$ cat config.mk
export PLATFORM = sky130hd
export DESIGN_NAME = colormap_lookup_interpolator_flat
export DESIGN_NICKNAME = d
export VERILOG_FILES = /design/src/rtl/core/cmli_pkg.sv /design/src/rtl/core/cmli_if.sv /design/src/rtl/core/colormap_lookup_interpolator.sv /design/src/rtl/core/cmli_key_ram.sv /design/src/rtl/core/cmli_div.sv /design/src/rtl/core/cmli_ctrl.sv /design/src/flat_wrapper.sv
export SDC_FILE = /design/constraint.sdc
export NUM_CORES = 2
export LEC_CHECK = 0
export BUFFER_PORTS_ARGS = -buffer_cell sky130_fd_sc_hd__buf_2
export CAP_MARGIN = 20
export CORE_MARGIN = 2
export CORE_UTILIZATION = 55
export CTS_BUF_LIST = sky130_fd_sc_hd__clkbuf_8 sky130_fd_sc_hd__clkbuf_16
export DETAILED_ROUTE_END_ITERATION = 7
export PLACE_DENSITY = 0.71
export SLEW_MARGIN = 30
export SYNTH_ARGS = -nofsm -noshare
export SYNTH_HDL_FRONTEND = slang
export SYNTH_HIERARCHICAL = 1
export SYNTH_SLANG_ARGS = --single-unit
$ cat constraint.sdc
create_clock -name i_clk -period 22.7 [get_ports i_clk]
set_input_delay 2.27 -clock i_clk [delete_from_list [all_inputs] [get_ports i_clk]]
set_output_delay 2.27 -clock i_clk [all_outputs]
set_load 0.02 [all_outputs]
$ cat src/rtl/core/cmli_pkg.sv
`default_nettype none
// ----------------------------------------------------------------------------
// Colour map lookup interpolator - shared types and constants
// Key and colour layouts, field widths, command codes and divider request.
// ----------------------------------------------------------------------------
package cmli_pkg;

    localparam int unsigned POS_W   = 16;
    localparam int unsigned CH_W    = 8;
    localparam int unsigned SLOT_W  = 5;
    localparam int unsigned RATIO_W = 17;
    localparam int unsigned KC_W    = 6;
    localparam int unsigned FRAC_W  = 17;

    localparam logic [RATIO_W-1:0] ONE_Q16   = 17'h10000;
    localparam logic [KC_W-1:0]    KC_RESET  = 6'd2;
    localparam logic [KC_W-1:0]    KC_MIN    = 6'd2;

    localparam logic CMD_LOAD   = 1'b0;
    localparam logic CMD_LOOKUP = 1'b1;

    typedef struct packed {
        logic [CH_W-1:0] alpha;
        logic [CH_W-1:0] blue;
        logic [CH_W-1:0] green;
        logic [CH_W-1:0] red;
    } t_rgba;

    typedef struct packed {
        logic [POS_W-1:0] pos;
        t_rgba            colour;
    } t_key;

    typedef struct packed {
        logic             start;
        logic [POS_W-1:0] num;
        logic [POS_W-1:0] den;
    } t_div_req;

    localparam t_rgba GREY = '{alpha: 8'hFF, blue: 8'h80, green: 8'h80, red: 8'h80};

endpackage
`default_nettype wire

$ cat src/rtl/core/cmli_if.sv
`default_nettype none
// ----------------------------------------------------------------------------
// Colour map lookup interpolator - channel interfaces
// Command item channel, colour result channel and key count write channel.
// ----------------------------------------------------------------------------
interface cmli_item_if;
    logic                             valid;
    logic                             ready;
    logic                             command;
    logic [cmli_pkg::SLOT_W-1:0]      key_slot;
    logic [cmli_pkg::POS_W-1:0]       key_position;
    logic [cmli_pkg::CH_W-1:0]        key_red;
    logic [cmli_pkg::CH_W-1:0]        key_green;
    logic [cmli_pkg::CH_W-1:0]        key_blue;
    logic [cmli_pkg::CH_W-1:0]        key_alpha;
    logic [cmli_pkg::RATIO_W-1:0]     ratio;
    logic                             ratio_undefined;

    modport source (output valid, command, key_slot, key_position, key_red, key_green,
                    key_blue, key_alpha, ratio, ratio_undefined, input ready);
    modport sink   (input valid, command, key_slot, key_position, key_red, key_green,
                    key_blue, key_alpha, ratio, ratio_undefined, output ready);
endinterface

interface cmli_colour_if;
    logic                       valid;
    logic                       ready;
    logic [cmli_pkg::CH_W-1:0]  out_red;
    logic [cmli_pkg::CH_W-1:0]  out_green;
    logic [cmli_pkg::CH_W-1:0]  out_blue;
    logic [cmli_pkg::CH_W-1:0]  out_alpha;

    modport source (output valid, out_red, out_green, out_blue, out_alpha, input ready);
    modport sink   (input valid, out_red, out_green, out_blue, out_alpha, output ready);
endinterface

interface cmli_cfg_if;
    logic                       valid;
    logic                       ready;
    logic [cmli_pkg::KC_W-1:0]  data;

    modport source (output valid, data, input ready);
    modport sink   (input valid, data, output ready);
endinterface
`default_nettype wire

$ cat src/rtl/core/colormap_lookup_interpolator.sv
`default_nettype none
// ----------------------------------------------------------------------------
// Colour map lookup interpolator - top level
// Piecewise linear RGBA colour map: key loads, ratio lookups, key count reg.
// ----------------------------------------------------------------------------
//  channel   dir  item
//  i_item    in   load key into slot, or look up colour for a ratio
//  o_item    out  RGBA colour, one per lookup
//  i_cfg     in   key count write
//
//  A load writes the key memory as it is taken. A lookup with an undefined
//  ratio goes straight to the done state; any other lookup scans the key
//  memory one entry per cycle and may then run the fraction divider.
//  Reset sets the key count to 2; key memory contents stay undefined until
//  loaded. A waiting result sits in the output register while the next item
//  is taken; a held result stalls the sequencer only at its final step.
// ----------------------------------------------------------------------------
module colormap_lookup_interpolator #(
    parameter int unsigned MAX_KEYS = 32
) (
    input  wire logic       i_clk,
    input  wire logic       i_rst_n,
    cmli_item_if.sink       i_item,
    cmli_colour_if.source   o_item,
    cmli_cfg_if.sink        i_cfg
);
    import cmli_pkg::*;

    logic [KC_W-1:0] r_key_count;
    logic            r_out_valid;
    t_rgba           r_out;
    logic            w_res_valid;
    t_rgba           w_res;
    logic            w_res_ready;

    assign i_cfg.ready = 1'b1;

    always_ff @(posedge i_clk) begin
        if (!i_rst_n) begin
            r_key_count <= KC_RESET;
        end else if (i_cfg.valid) begin
            r_key_count <= i_cfg.data;
        end
    end

    cmli_ctrl #(.MAX_KEYS(MAX_KEYS)) u_ctrl (
        .i_clk       (i_clk),
        .i_rst_n     (i_rst_n),
        .i_item      (i_item),
        .i_key_count (r_key_count),
        .o_res_valid (w_res_valid),
        .o_res       (w_res),
        .i_res_ready (w_res_ready)
    );

    assign w_res_ready = !r_out_valid || o_item.ready;

    always_ff @(posedge i_clk) begin
        if (!i_rst_n) begin
            r_out_valid <= 1'b0;
        end else if (w_res_ready) begin
            r_out_valid <= w_res_valid;
            if (w_res_valid) begin
                r_out <= w_res;
            end
        end
    end

    assign o_item.valid     = r_out_valid;
    assign o_item.out_red   = r_out.red;
    assign o_item.out_green = r_out.green;
    assign o_item.out_blue  = r_out.blue;
    assign o_item.out_alpha = r_out.alpha;

endmodule
`default_nettype wire

$ cat src/rtl/core/cmli_key_ram.sv
`default_nettype none
// ----------------------------------------------------------------------------
// Colour map lookup interpolator - key memory
// One write port, one read port, registered read data.
// ----------------------------------------------------------------------------
module cmli_key_ram #(
    parameter int unsigned DEPTH = 32,
    parameter int unsigned AW    = 5
) (
    input  wire logic           i_clk,
    input  wire logic           i_we,
    input  wire logic [AW-1:0]  i_waddr,
    input  wire cmli_pkg::t_key i_wdata,
    input  wire logic [AW-1:0]  i_raddr,
    output cmli_pkg::t_key      o_rdata
);
    import cmli_pkg::*;

    t_key r_mem [DEPTH];
    t_key r_rdata;

    always_ff @(posedge i_clk) begin
        if (i_we) begin
            r_mem[i_waddr] <= i_wdata;
        end
        r_rdata <= r_mem[i_raddr];
    end

    assign o_rdata = r_rdata;

endmodule
`default_nettype wire

$ cat src/rtl/core/cmli_div.sv
`default_nettype none
// ----------------------------------------------------------------------------
// Colour map lookup interpolator - fraction divider
// Restoring divider, one quotient bit per cycle: (num << 16) / den, num < den.
// ----------------------------------------------------------------------------
module cmli_div (
    input  wire logic                       i_clk,
    input  wire logic                       i_rst_n,
    input  wire cmli_pkg::t_div_req         i_req,
    output logic                            o_done,
    output logic [cmli_pkg::POS_W-1:0]      o_quot
);
    import cmli_pkg::*;

    localparam int unsigned CNT_W = $clog2(POS_W);

    logic              r_busy;
    logic              r_done;
    logic [CNT_W-1:0]  r_cnt;
    logic [POS_W:0]    r_rem;
    logic [POS_W-1:0]  r_den;
    logic [POS_W-1:0]  r_quo;
    logic [POS_W:0]    w_sh;
    logic              w_ge;

    assign w_sh = {r_rem[POS_W-1:0], 1'b0};
    assign w_ge = (w_sh >= {1'b0, r_den});

    always_ff @(posedge i_clk) begin
        if (!i_rst_n) begin
            r_busy <= 1'b0;
            r_done <= 1'b0;
        end else begin
            r_done <= 1'b0;
            if (i_req.start) begin
                r_busy <= 1'b1;
                r_cnt  <= '0;
                r_rem  <= {1'b0, i_req.num};
                r_den  <= i_req.den;
            end else if (r_busy) begin
                r_rem <= w_ge ? (w_sh - {1'b0, r_den}) : w_sh;
                r_quo <= {r_quo[POS_W-2:0], w_ge};
                r_cnt <= r_cnt + 1'b1;
                if (r_cnt == CNT_W'(POS_W - 1)) begin
                    r_busy <= 1'b0;
                    r_done <= 1'b1;
                end
            end
        end
    end

    assign o_done = r_done;
    assign o_quot = r_quo;

endmodule
`default_nettype wire

$ cat src/rtl/core/cmli_ctrl.sv
`default_nettype none
// ----------------------------------------------------------------------------
// Colour map lookup interpolator - lookup sequencer
// Loads keys, maps the ratio, scans the key memory, divides and blends.
// ----------------------------------------------------------------------------
module cmli_ctrl #(
    parameter int unsigned MAX_KEYS = 32
) (
    input  wire logic                     i_clk,
    input  wire logic                     i_rst_n,
    cmli_item_if.sink                     i_item,
    input  wire logic [cmli_pkg::KC_W-1:0] i_key_count,
    output logic                          o_res_valid,
    output cmli_pkg::t_rgba               o_res,
    input  wire logic                     i_res_ready
);
    import cmli_pkg::*;

    localparam int unsigned AW = (MAX_KEYS > 1) ? $clog2(MAX_KEYS) : 1;
    localparam int unsigned CW = $clog2(MAX_KEYS + 1);

    typedef enum logic [9:0] {
        S_IDLE  = 10'b0000000001,
        S_RDF   = 10'b0000000010,
        S_RDL   = 10'b0000000100,
        S_MUL   = 10'b0000001000,
        S_P     = 10'b0000010000,
        S_SCAN  = 10'b0000100000,
        S_FRAC  = 10'b0001000000,
        S_DIV   = 10'b0010000000,
        S_BLEND = 10'b0100000000,
        S_DONE  = 10'b1000000000
    } t_state;

    t_state r_state, n_state;

    logic [AW-1:0]      r_raddr;
    logic [AW-1:0]      r_qidx;
    logic [AW-1:0]      r_last;
    logic [RATIO_W-1:0] r_ratio;
    logic [POS_W-1:0]   r_first;
    logic               r_desc;
    logic [POS_W-1:0]   r_sh;
    logic [POS_W-1:0]   r_p;
    t_key               r_prev;
    t_key               r_lo;
    t_key               r_hi;
    logic               r_found;
    logic [FRAC_W-1:0]  r_frac;
    logic [1:0]         r_ch;
    t_rgba              r_res;

    logic               w_acc;
    logic [CW-1:0]      w_n;
    logic [AW-1:0]      w_last;
    logic               w_we;
    t_key               w_wdata;
    t_key               w_q;
    logic [POS_W-1:0]   w_diff;
    logic [RATIO_W+POS_W-1:0] w_prod;
    logic               w_up;
    t_div_req           w_div_req;
    logic               w_div_done;
    logic [POS_W-1:0]   w_quot;
    logic [CH_W-1:0]    w_lo_c;
    logic [CH_W-1:0]    w_hi_c;
    logic signed [CH_W:0]     w_d;
    logic signed [FRAC_W:0]   w_fs;
    logic signed [CH_W+FRAC_W+1:0] w_bp;
    logic [CH_W-1:0]    w_ch;

    assign w_acc = i_item.valid && i_item.ready;
    assign i_item.ready = (r_state == S_IDLE);

    always_comb begin
        if (i_key_count < KC_MIN) begin
            w_n = CW'(KC_MIN);
        end else if (32'(i_key_count) > MAX_KEYS) begin
            w_n = CW'(MAX_KEYS);
        end else begin
            w_n = CW'(i_key_count);
        end
    end
    assign w_last = AW'(w_n - 1'b1);

    assign w_we = w_acc && (i_item.command == CMD_LOAD)
               && (32'(i_item.key_slot) < MAX_KEYS);
    assign w_wdata.pos          = i_item.key_position;
    assign w_wdata.colour.red   = i_item.key_red;
    assign w_wdata.colour.green = i_item.key_green;
    assign w_wdata.colour.blue  = i_item.key_blue;
    assign w_wdata.colour.alpha = i_item.key_alpha;

    cmli_key_ram #(.DEPTH(MAX_KEYS), .AW(AW)) u_ram (
        .i_clk   (i_clk),
        .i_we    (w_we),
        .i_waddr (AW'(i_item.key_slot)),
        .i_wdata (w_wdata),
        .i_raddr (r_raddr),
        .o_rdata (w_q)
    );

    // span from first key to last
    assign w_diff = (w_q.pos >= r_first) ? (w_q.pos - r_first) : (r_first - w_q.pos);
    assign w_prod = r_ratio * w_diff;

    assign w_up = (r_qidx == r_last) || ((r_qidx != '0) && (w_q.pos > r_p));

    assign w_div_req.start = (r_state == S_FRAC) && (r_p > r_lo.pos) && (r_p < r_hi.pos);
    assign w_div_req.num   = r_p - r_lo.pos;
    assign w_div_req.den   = r_hi.pos - r_lo.pos;

    cmli_div u_div (
        .i_clk   (i_clk),
        .i_rst_n (i_rst_n),
        .i_req   (w_div_req),
        .o_done  (w_div_done),
        .o_quot  (w_quot)
    );

    always_comb begin
        unique case (r_ch)
            2'd0: begin w_lo_c = r_lo.colour.red;   w_hi_c = r_hi.colour.red;   end
            2'd1: begin w_lo_c = r_lo.colour.green; w_hi_c = r_hi.colour.green; end
            2'd2: begin w_lo_c = r_lo.colour.blue;  w_hi_c = r_hi.colour.blue;  end
            default: begin w_lo_c = r_lo.colour.alpha; w_hi_c = r_hi.colour.alpha; end
        endcase
    end

    // lo + floor((hi - lo) * frac / 2^16), low byte only
    assign w_d  = $signed({1'b0, w_hi_c}) - $signed({1'b0, w_lo_c});
    assign w_fs = $signed({1'b0, r_frac});
    assign w_bp = w_d * w_fs;
    assign w_ch = w_lo_c + w_bp[CH_W+15:16];

    always_comb begin
        n_state = r_state;
        unique case (r_state)
            S_IDLE: begin
                if (w_acc && (i_item.command == CMD_LOOKUP)) begin
                    n_state = i_item.ratio_undefined ? S_DONE : S_RDF;
                end
            end
            S_RDF:  n_state = S_RDL;
            S_RDL:  n_state = S_MUL;
            S_MUL:  n_state = S_P;
            S_P:    n_state = S_SCAN;
            S_SCAN: begin
                if (w_q.pos == r_p) begin
                    n_state = S_DONE;
                end else if (r_qidx == r_last) begin
                    n_state = S_FRAC;
                end
            end
            S_FRAC: n_state = w_div_req.start ? S_DIV : S_BLEND;
            S_DIV:  n_state = w_div_done ? S_BLEND : S_DIV;
            S_BLEND: n_state = (r_ch == 2'd3) ? S_DONE : S_BLEND;
            S_DONE: n_state = i_res_ready ? S_IDLE : S_DONE;
            default: n_state = S_IDLE;
        endcase
    end

    always_ff @(posedge i_clk) begin
        if (!i_rst_n) begin
            r_state <= S_IDLE;
            r_found <= 1'b0;
        end else begin
            r_state <= n_state;
            unique case (r_state)
                S_IDLE: begin
                    r_raddr <= '0;
                    r_last  <= w_last;
                    r_ratio <= (i_item.ratio > ONE_Q16) ? ONE_Q16 : i_item.ratio;
                    r_res   <= GREY;
                end
                S_RDF: begin
                    r_raddr <= r_last;
                end
                S_RDL: begin
                    r_first <= w_q.pos;
                end
                S_MUL: begin
                    r_sh    <= w_prod[POS_W+15:16];
                    r_desc  <= (w_q.pos < r_first);
                    r_raddr <= '0;
                end
                S_P: begin
                    r_p     <= r_desc ? (r_first - r_sh) : (r_first + r_sh);
                    r_raddr <= AW'(1);
                    r_qidx  <= '0;
                    r_found <= 1'b0;
                end
                S_SCAN: begin
                    r_res  <= w_q.colour;
                    r_prev <= w_q;
                    r_qidx <= r_qidx + 1'b1;
                    if (r_raddr != r_last) begin
                        r_raddr <= r_raddr + 1'b1;
                    end
                    if (!r_found && w_up) begin
                        r_found <= 1'b1;
                        r_lo    <= r_prev;
                        r_hi    <= w_q;
                    end
                end
                S_FRAC: begin
                    r_frac <= (r_p <= r_lo.pos) ? '0 : ONE_Q16;
                    r_ch   <= '0;
                end
                S_DIV: begin
                    if (w_div_done) begin
                        r_frac <= {1'b0, w_quot};
                    end
                end
                S_BLEND: begin
                    r_ch <= r_ch + 1'b1;
                    unique case (r_ch)
                        2'd0: r_res.red   <= w_ch;
                        2'd1: r_res.green <= w_ch;
                        2'd2: r_res.blue  <= w_ch;
                        default: r_res.alpha <= w_ch;
                    endcase
                end
                default: begin
                end
            endcase
        end
    end

    assign o_res_valid = (r_state == S_DONE);
    assign o_res       = r_res;

endmodule
`default_nettype wire

$ cat src/flat_wrapper.sv
// flat-port wrapper written by rule: the top's interface ports become plain ports
module colormap_lookup_interpolator_flat import cmli_pkg::*;
#(
    parameter int unsigned MAX_KEYS = 32
)
  (i_clk, i_rst_n, i_item_valid, i_item_command, i_item_key_slot, i_item_key_position, i_item_key_red, i_item_key_green, i_item_key_blue, i_item_key_alpha, i_item_ratio, i_item_ratio_undefined, i_item_ready, o_item_valid, o_item_out_red, o_item_out_green, o_item_out_blue, o_item_out_alpha, o_item_ready, i_cfg_valid, i_cfg_data, i_cfg_ready);
  cmli_item_if i_item_i ();
  cmli_colour_if o_item_i ();
  cmli_cfg_if i_cfg_i ();
  input  wire logic i_clk;
  input  wire logic i_rst_n;
  input wire logic [$bits(i_item_i.valid)-1:0] i_item_valid;
  input wire logic [$bits(i_item_i.command)-1:0] i_item_command;
  input wire logic [$bits(i_item_i.key_slot)-1:0] i_item_key_slot;
  input wire logic [$bits(i_item_i.key_position)-1:0] i_item_key_position;
  input wire logic [$bits(i_item_i.key_red)-1:0] i_item_key_red;
  input wire logic [$bits(i_item_i.key_green)-1:0] i_item_key_green;
  input wire logic [$bits(i_item_i.key_blue)-1:0] i_item_key_blue;
  input wire logic [$bits(i_item_i.key_alpha)-1:0] i_item_key_alpha;
  input wire logic [$bits(i_item_i.ratio)-1:0] i_item_ratio;
  input wire logic [$bits(i_item_i.ratio_undefined)-1:0] i_item_ratio_undefined;
  output wire logic [$bits(i_item_i.ready)-1:0] i_item_ready;
  output wire logic [$bits(o_item_i.valid)-1:0] o_item_valid;
  output wire logic [$bits(o_item_i.out_red)-1:0] o_item_out_red;
  output wire logic [$bits(o_item_i.out_green)-1:0] o_item_out_green;
  output wire logic [$bits(o_item_i.out_blue)-1:0] o_item_out_blue;
  output wire logic [$bits(o_item_i.out_alpha)-1:0] o_item_out_alpha;
  input wire logic [$bits(o_item_i.ready)-1:0] o_item_ready;
  input wire logic [$bits(i_cfg_i.valid)-1:0] i_cfg_valid;
  input wire logic [$bits(i_cfg_i.data)-1:0] i_cfg_data;
  output wire logic [$bits(i_cfg_i.ready)-1:0] i_cfg_ready;
  assign i_item_i.valid = i_item_valid;
  assign i_item_i.command = i_item_command;
  assign i_item_i.key_slot = i_item_key_slot;
  assign i_item_i.key_position = i_item_key_position;
  assign i_item_i.key_red = i_item_key_red;
  assign i_item_i.key_green = i_item_key_green;
  assign i_item_i.key_blue = i_item_key_blue;
  assign i_item_i.key_alpha = i_item_key_alpha;
  assign i_item_i.ratio = i_item_ratio;
  assign i_item_i.ratio_undefined = i_item_ratio_undefined;
  assign i_item_ready = i_item_i.ready;
  assign o_item_valid = o_item_i.valid;
  assign o_item_out_red = o_item_i.out_red;
  assign o_item_out_green = o_item_i.out_green;
  assign o_item_out_blue = o_item_i.out_blue;
  assign o_item_out_alpha = o_item_i.out_alpha;
  assign o_item_i.ready = o_item_ready;
  assign i_cfg_i.valid = i_cfg_valid;
  assign i_cfg_i.data = i_cfg_data;
  assign i_cfg_ready = i_cfg_i.ready;
  colormap_lookup_interpolator #(.MAX_KEYS(MAX_KEYS)) u_core (.i_clk(i_clk), .i_rst_n(i_rst_n), .i_item(i_item_i), .o_item(o_item_i), .i_cfg(i_cfg_i));
endmodule
# After elaboration in Yosys (flattened, before gate mapping)
# Memories as Yosys holds them, arrays and structs flattened. A register that Yosys moved wholly into a read port is not among the register bits.
# Index checks and enable logic that the tools add are counted.
[op_classes]
n_shift = 0
multipliers = 2
eq_ne = 26
mux = 39
n_div = 0
n_addsub = 14
order_cmp = 10
bitwise_logic = 4
reduce_logical = 42
[op_table]
columns = ["op", "n"]
rows = [
  ["$pmux 10 s10", 1],
  ["$pmux 32 s3", 1],
  ["$sub 16x16->16", 6],
  ["$mux 16", 5],
  ["$mux 10", 6],
  ["$pmux 8 s3", 2],
  ["$mux 17", 2],
  ["$pmux 17 s2", 1],
  ["$gt 16x16->1", 2],
  ["$lt 16x16->1", 2],
  ["$mul 17x16->32", 1],
  ["$mux 8", 4],
  ["$reduce_and 3->1", 9],
  ["$mul 9x18->24", 1],
  ["$reduce_and 2->1", 11],
  ["$pmux 5 s4", 1],
  ["$mux 9", 2],
  ["$ge 17x16->1", 1],
  ["$gt 17x17->1 const B", 1],
  ["$add 16x16->16", 1],
  ["$eq 16x16->1", 1],
  ["$ge 16x16->1", 1],
  ["$le 16x16->1", 1],
  ["$mux 5", 3],
  ["42 further kinds", 71],
]
[word_totals]
wordCells = 181
latch_bits = 0
mem_bits_ro = 0
output_inout_bits = 35
memories = 1
reg_bits = 380
ram_bits = 1536
[mem_list]
columns = ["memory", "depth", "width", "rd", "rd_ports_with_merged_regs", "wr", "line", "text"]
rows = [
  ["u_core.u_ctrl.u_ram.r_mem", 32, 48, 1, 1, 1, "cmli_key_ram.sv:19", "t_key r_mem [DEPTH];"],
]

# Logic depth before layout (Yosys ltp)
[depth]
word_depth = 7
mapped_depth = 44

# Cells and area by module
# Netlist, hierarchy kept.
[by_module_without_submodules]
columns = ["module", "instances", "area_each_um2", "seq_area_each_um2", "cells_each"]
rows = [
  ["cmli_key_ram", 1, 60724.5, 47085.2, 3364],
  ["cmli_ctrl", 1, 28210.8, 8508.2, 2722],
  ["cmli_div", 1, 2984.1, 1601.5, 257],
  ["colormap_lookup_interpolator", 1, 1249.9, 1101.1, 58],
]

# Worst setup path before layout
# No wires, ideal clock.
[synth_timing]
path_kind = "register to register"
startpoint = "register u_core.u_ctrl.r_ch[0]"
endpoint = "register u_core.u_ctrl.r_res, in the netlist u_core/u_ctrl/o_res[15], data pin"
path_buffers = 4
stages_incl_launch_ff = 44
setup_ps = 254
arrival_time_ps = 9567
path_slack_ps = 12879
path_cell_list = "edfxtp_1 ha_1 clkbuf_1 inv_1 clkbuf_1 clkbuf_1 nor2_1 a21oi_1 ha_1 nor2b_1 o21ai_0 nand2b_1 a31o_2 a2111oi_2 or3_1 clkbuf_1 nand2_1 fa_1 [... 8 more ...] nand4bb_1 nor4_1 a2111oi_0 o31ai_1 a21oi_1 nor2b_1 nor2_1 xnor2_1 ha_1 a21oi_1 nor2b_1 o21a_1 o41ai_1 xnor2_1 xnor3_1 xnor2_1 nand2_1 o21a_1"
[synth_between]
elab_chain_cells = 7
elab_cells_between_ends = 10
[synth_rtl]
columns = ["element", "line", "text"]
rows = [
  ["start: declaration", "cmli_ctrl.sv:50", "logic [1:0] r_ch;"],
  ["start signal: assignment", "cmli_ctrl.sv:216", "r_ch <= r_ch + 1'b1;"],
  ["$eq 2x2->1, or another cell as far along", "cmli_ctrl.sv:122", "unique case (r_ch)"],
  ["$pmux 8 s3", "cmli_ctrl.sv:122", ""],
  ["$sub 8x8->9", "cmli_ctrl.sv:131", "assign w_d = $signed({1'b0, w_hi_c}) - $signed({1'b0, w_lo_c});"],
  ["$mul 9x18->24", "cmli_ctrl.sv:133", "assign w_bp = w_d * w_fs;"],
  ["$add 8x8->8 *", "cmli_ctrl.sv:134", "assign w_ch = w_lo_c + w_bp[CH_W+15:16];"],
  ["$mux 8 *", "cmli_ctrl.sv:217", "unique case (r_ch)"],
  ["$pmux 32 s3 *", "cmli_ctrl.sv:169", "unique case (r_state)"],
  ["end signal: assignment", "cmli_ctrl.sv:194", "r_res <= w_q.colour;"],
  ["end: declaration", "cmli_ctrl.sv:51", "t_rgba r_res;"],
]
# Mark *: on every way between the ends. The rest lies on a longest branch, timed or not. The select of a mux whose other input is x is not followed.
# A chain may end at the register's enable or synchronous reset.

# Final worst setup path
[layout_timing]
startpoint = "register u_core.u_ctrl.r_ch[0]"
endpoint = "register u_core.u_ctrl.r_res, in the netlist u_core/u_ctrl/o_res[31], data pin"
# The elaborated chain is that of the path after synthesis.

==> flow_summary_export.csv <==
group,metric,value,unit
outcome,outcome,"complete, no violations",
detailed_routing,drt-total-wl,224000,um
place,gp_congestion,0.886,
synth,netlist_instances,6401,
min_path,hold_depth,0,
global_routing,grt_pass1_wl,333000,um
synth,ys.flop_type,"edfxtp_1",
global_routing,grt_pass1_vias,53145,
global_routing,track_usage,25.7,%
sta,hold_viol,0,
clocking,clock_latency,0.86,ns
setup_path,crit_arrival,11.86,ns
sta,slew_headroom,29.6,%
clocking,ctsHoldBuffers,0,
sta,tns,0,ns
setup_path,crit_slowest_cell,"o31ai_1",
setup_path,crit_required,23.24,ns
setup_path,path_max_fanout,29,
setup_path,r2r-start,"u_core/u_ctrl/r_ch[0]",
global_routing,antenna_found_initial,26,
setup_path,path_buf_inv,4,
synth,yosysUniqueCellTypes,96,
place,numPortBuffers,116,
clocking,cts_tree,"done",
clocking,cts.sinks,1964,
setup_path,crit_family,"adder cells",
synth,yosysSeqAreaShare,62.6,%
floorplan,ios,118,
place,dp_hpwl,132000,um
cells_and_area,syn2layout_area_growth,10.2,%
synth,synthesis.area,0.0932,mm^2
setup_path,r2r_end,"u_core/u_ctrl/o_res[31]",
min_path,hold_path_class,"register to register",
synth,synth.avg_cell_area,14.6,um^2
clocking,cts_resized,0,
sta,fin_hold_ws,0.388,ns
setup_path,cpPeakStageDelay,0.68,ns
floorplan,die_h,416,um
setup_path,startpoint_type,"register",
setup_path,end_kind,"register",
setup_path,r2r_slack,11.38,ns
detailed_routing,wl_per_cell,25.1,um
cells_and_area,drive_gt1_share,8.95,%
cells_and_area,final_nets,7239,
setup_path,worst-setup-path-type,"register to register",
detailed_routing,antenna_left,0,
floorplan,dieArea,0.173,mm^2
flow_run,drv_cap,0,
sta,grt_setup_unrepaired,"false",
synth,synth_edf_count,1896,
sta,finClkSkew,0.0819,ns
floorplan,core,0.169,mm^2
sta,clock.fmax,0.0884,GHz
min_path,hp-start,"u_core/u_ctrl/r_prev[16]",
cells_and_area,layout_commonest_cell,"edfxtp_1",
detailed_routing,via_per_inst,6.04,
detailed_routing,route.detailed.drc,0,
synth,syn_nets,7102,
sta,setup_viol,0,
sta,fin_crit_sh,49.9,%
global_routing,grt_max_degree,135,
floorplan,rows,151,
synth,async_flop_share,0,%
clocking,h-tree-depth,4,
min_path,min_to,"u_core/u_ctrl/r_lo[16]",
sta,drv_slew,0,
detailed_routing,vias,53919,
synth,ys_warn_count,6,
global_routing,gr-total-overflow,0,
clocking,cts_buffer_depth,3,
sta,fin_crit,11.32,ns
floorplan,die_w,416,um
setup_path,crit_top_cell,"fa_1",
sta,worst_pin_slew,1.05,ns
synth,ys_seq_elements,1964,
clocking,path_clk_slew,0.06,ns
clocking,cts_root_buf,"clkbuf_16",
detailed_routing,dr.first_iter.drc_count,5479,
cells_and_area,fillers,12484,
floorplan,start_util,55.2,%
clocking,cts_buffers,191,
cells_and_area,final_cell_mix,"edfxtp_1, mux2i_1, inv_1, nand2_1, fa_1",
setup_path,worst-r2r-cell-count,37,
detailed_routing,firstDrtPassIters,7,
clocking,post-cts-setup-buffers,0,
==> kinds of logic (layout without fill, tap and decap cells) <==
group,Yosys count,in the layout,share of synthesized area (%)
compound gates,822,822,6.08
mux,797,797,8.57
xor+xnor,140,140,1.34
simple gates,1313,1313,6.89
other cells,1,3,0.00402
flops,1964,1964,62.6
fa+ha+maj,618,618,10.9
buf+inv,746,1049,3.67
==> Yosys cell counts, types with 72 or more instances <==
library cell / count / area (um^2)
nand2_1: 482 / 1810
fa_1: 319 / 6390
nand3_1: 180 / 901
a21oi_1: 248 / 1240
a22oi_1: 148 / 1110
mux2i_1: 792 / 7930
clkbuf_1: 112 / 420
edfxtp_1: 1896 / 56900
nor2_1: 160 / 601
inv_1: 468 / 1760
nor3_1: 72 / 360
xnor2_1: 90 / 788
ha_1: 299 / 3740
and2_1: 178 / 1110
a22o_1: 100 / 876
==> worst reg2reg max path, delay by kind of cell (launching register included) <==
kind | cells | cell delay [ns]
adders and majority gates | 9 | 3.84
AOI/OAI and AO/OA | 11 | 2.94
and+or+nand+nor | 8 | 1.50
xor gates and xnor gates | 4 | 0.98
buffers and inverters | 4 | 0.79
muxes | 1 | 0.56
DFF | 1 | 0.44
==> registers in the layout, indices dropped and copies added (netlist names), 10 cells and up <==
signal and cells:
u_core/u_ctrl/u_ram/r_mem 1536, u_core/u_ctrl/r_hi 48, u_core/u_ctrl/r_lo 48, u_core/u_ctrl/r_prev 48
u_core/u_ctrl/u_ram/o_rdata 48, u_core/u_ctrl/o_res 32, u_core/u_ctrl/r_frac 17, u_core/u_ctrl/r_ratio 17
u_core/u_ctrl/r_first 16, u_core/u_ctrl/r_p 16, u_core/u_ctrl/r_sh 16, u_core/u_ctrl/u_div/o_quot 16
u_core/u_ctrl/u_div/r_den 16, u_core/u_ctrl/u_div/r_rem 16, u_core/u_ctrl/r_state 10
==> worst max-delay path by stage <==
stage / start / cells past startpoint / endpoint / slack [ns]
final: u_core/u_ctrl/r_ch[0] / 37 / u_core/u_ctrl/o_res[31] / 11.38
after floorplan: u_core/u_ctrl/r_ch[0] / 43 / u_core/u_ctrl/o_res[15] / 12.88
after global routing: u_core/u_ctrl/r_ch[0] / 38 / u_core/u_ctrl/o_res[15] / 10.47
after detailed placement: u_core/u_ctrl/r_ch[0] / 37 / u_core/u_ctrl/o_res[31] / 11.42
after global placement: u_core/u_ctrl/r_ch[0] / 37 / u_core/u_ctrl/o_res[31] / 11.53
after CTS: u_core/u_ctrl/r_ch[0] / 37 / u_core/u_ctrl/o_res[31] / 11.35
==> per-stage QoR <==
step / std cells / area (um^2) / setup WS, ns / utilization [%]
after global placement: 8550 / 96000 / 11.53 / 56.8
final: 8924 / 103000 / 11.38 / 60.8
after detailed placement: 8562 / 96200 / 11.42 / 57.0
after global routing: 8922 / 103000 / 10.47 / 60.8
after CTS: 8921 / 103000 / 11.35 / 60.8
after floorplan: 6401 / 93200 / 12.88 / -
==> routing by layer <==
metal / up-vias / part of all wire (%) / track usage, %
met2: 2140 / 48 / 41.6
met3: 407 / 8.0 / 4.61
li1: 23762 / - / -
met1: 27600 / 42 / 36.1
met5: - / 0.025 / 0
met4: 10 / 2.6 / 7.12
==> layout make-up <==
cell class	instances	area [um^2]	area share, %
antenna	2	5.00	0.00487
clock buffer	208	5020	4.89
clock inverter	151	1360	1.32
inverter	468	1760	1.71
multi-input combinational	3691	31800	31.0
sequential	1964	58300	56.8
tap	2218	2780	2.70
timing repair buffer	222	1650	1.61
Power is left out: the tool's default activity adds up to more than one toggle a clock period on the data nets, which glitch-free logic cannot reach.
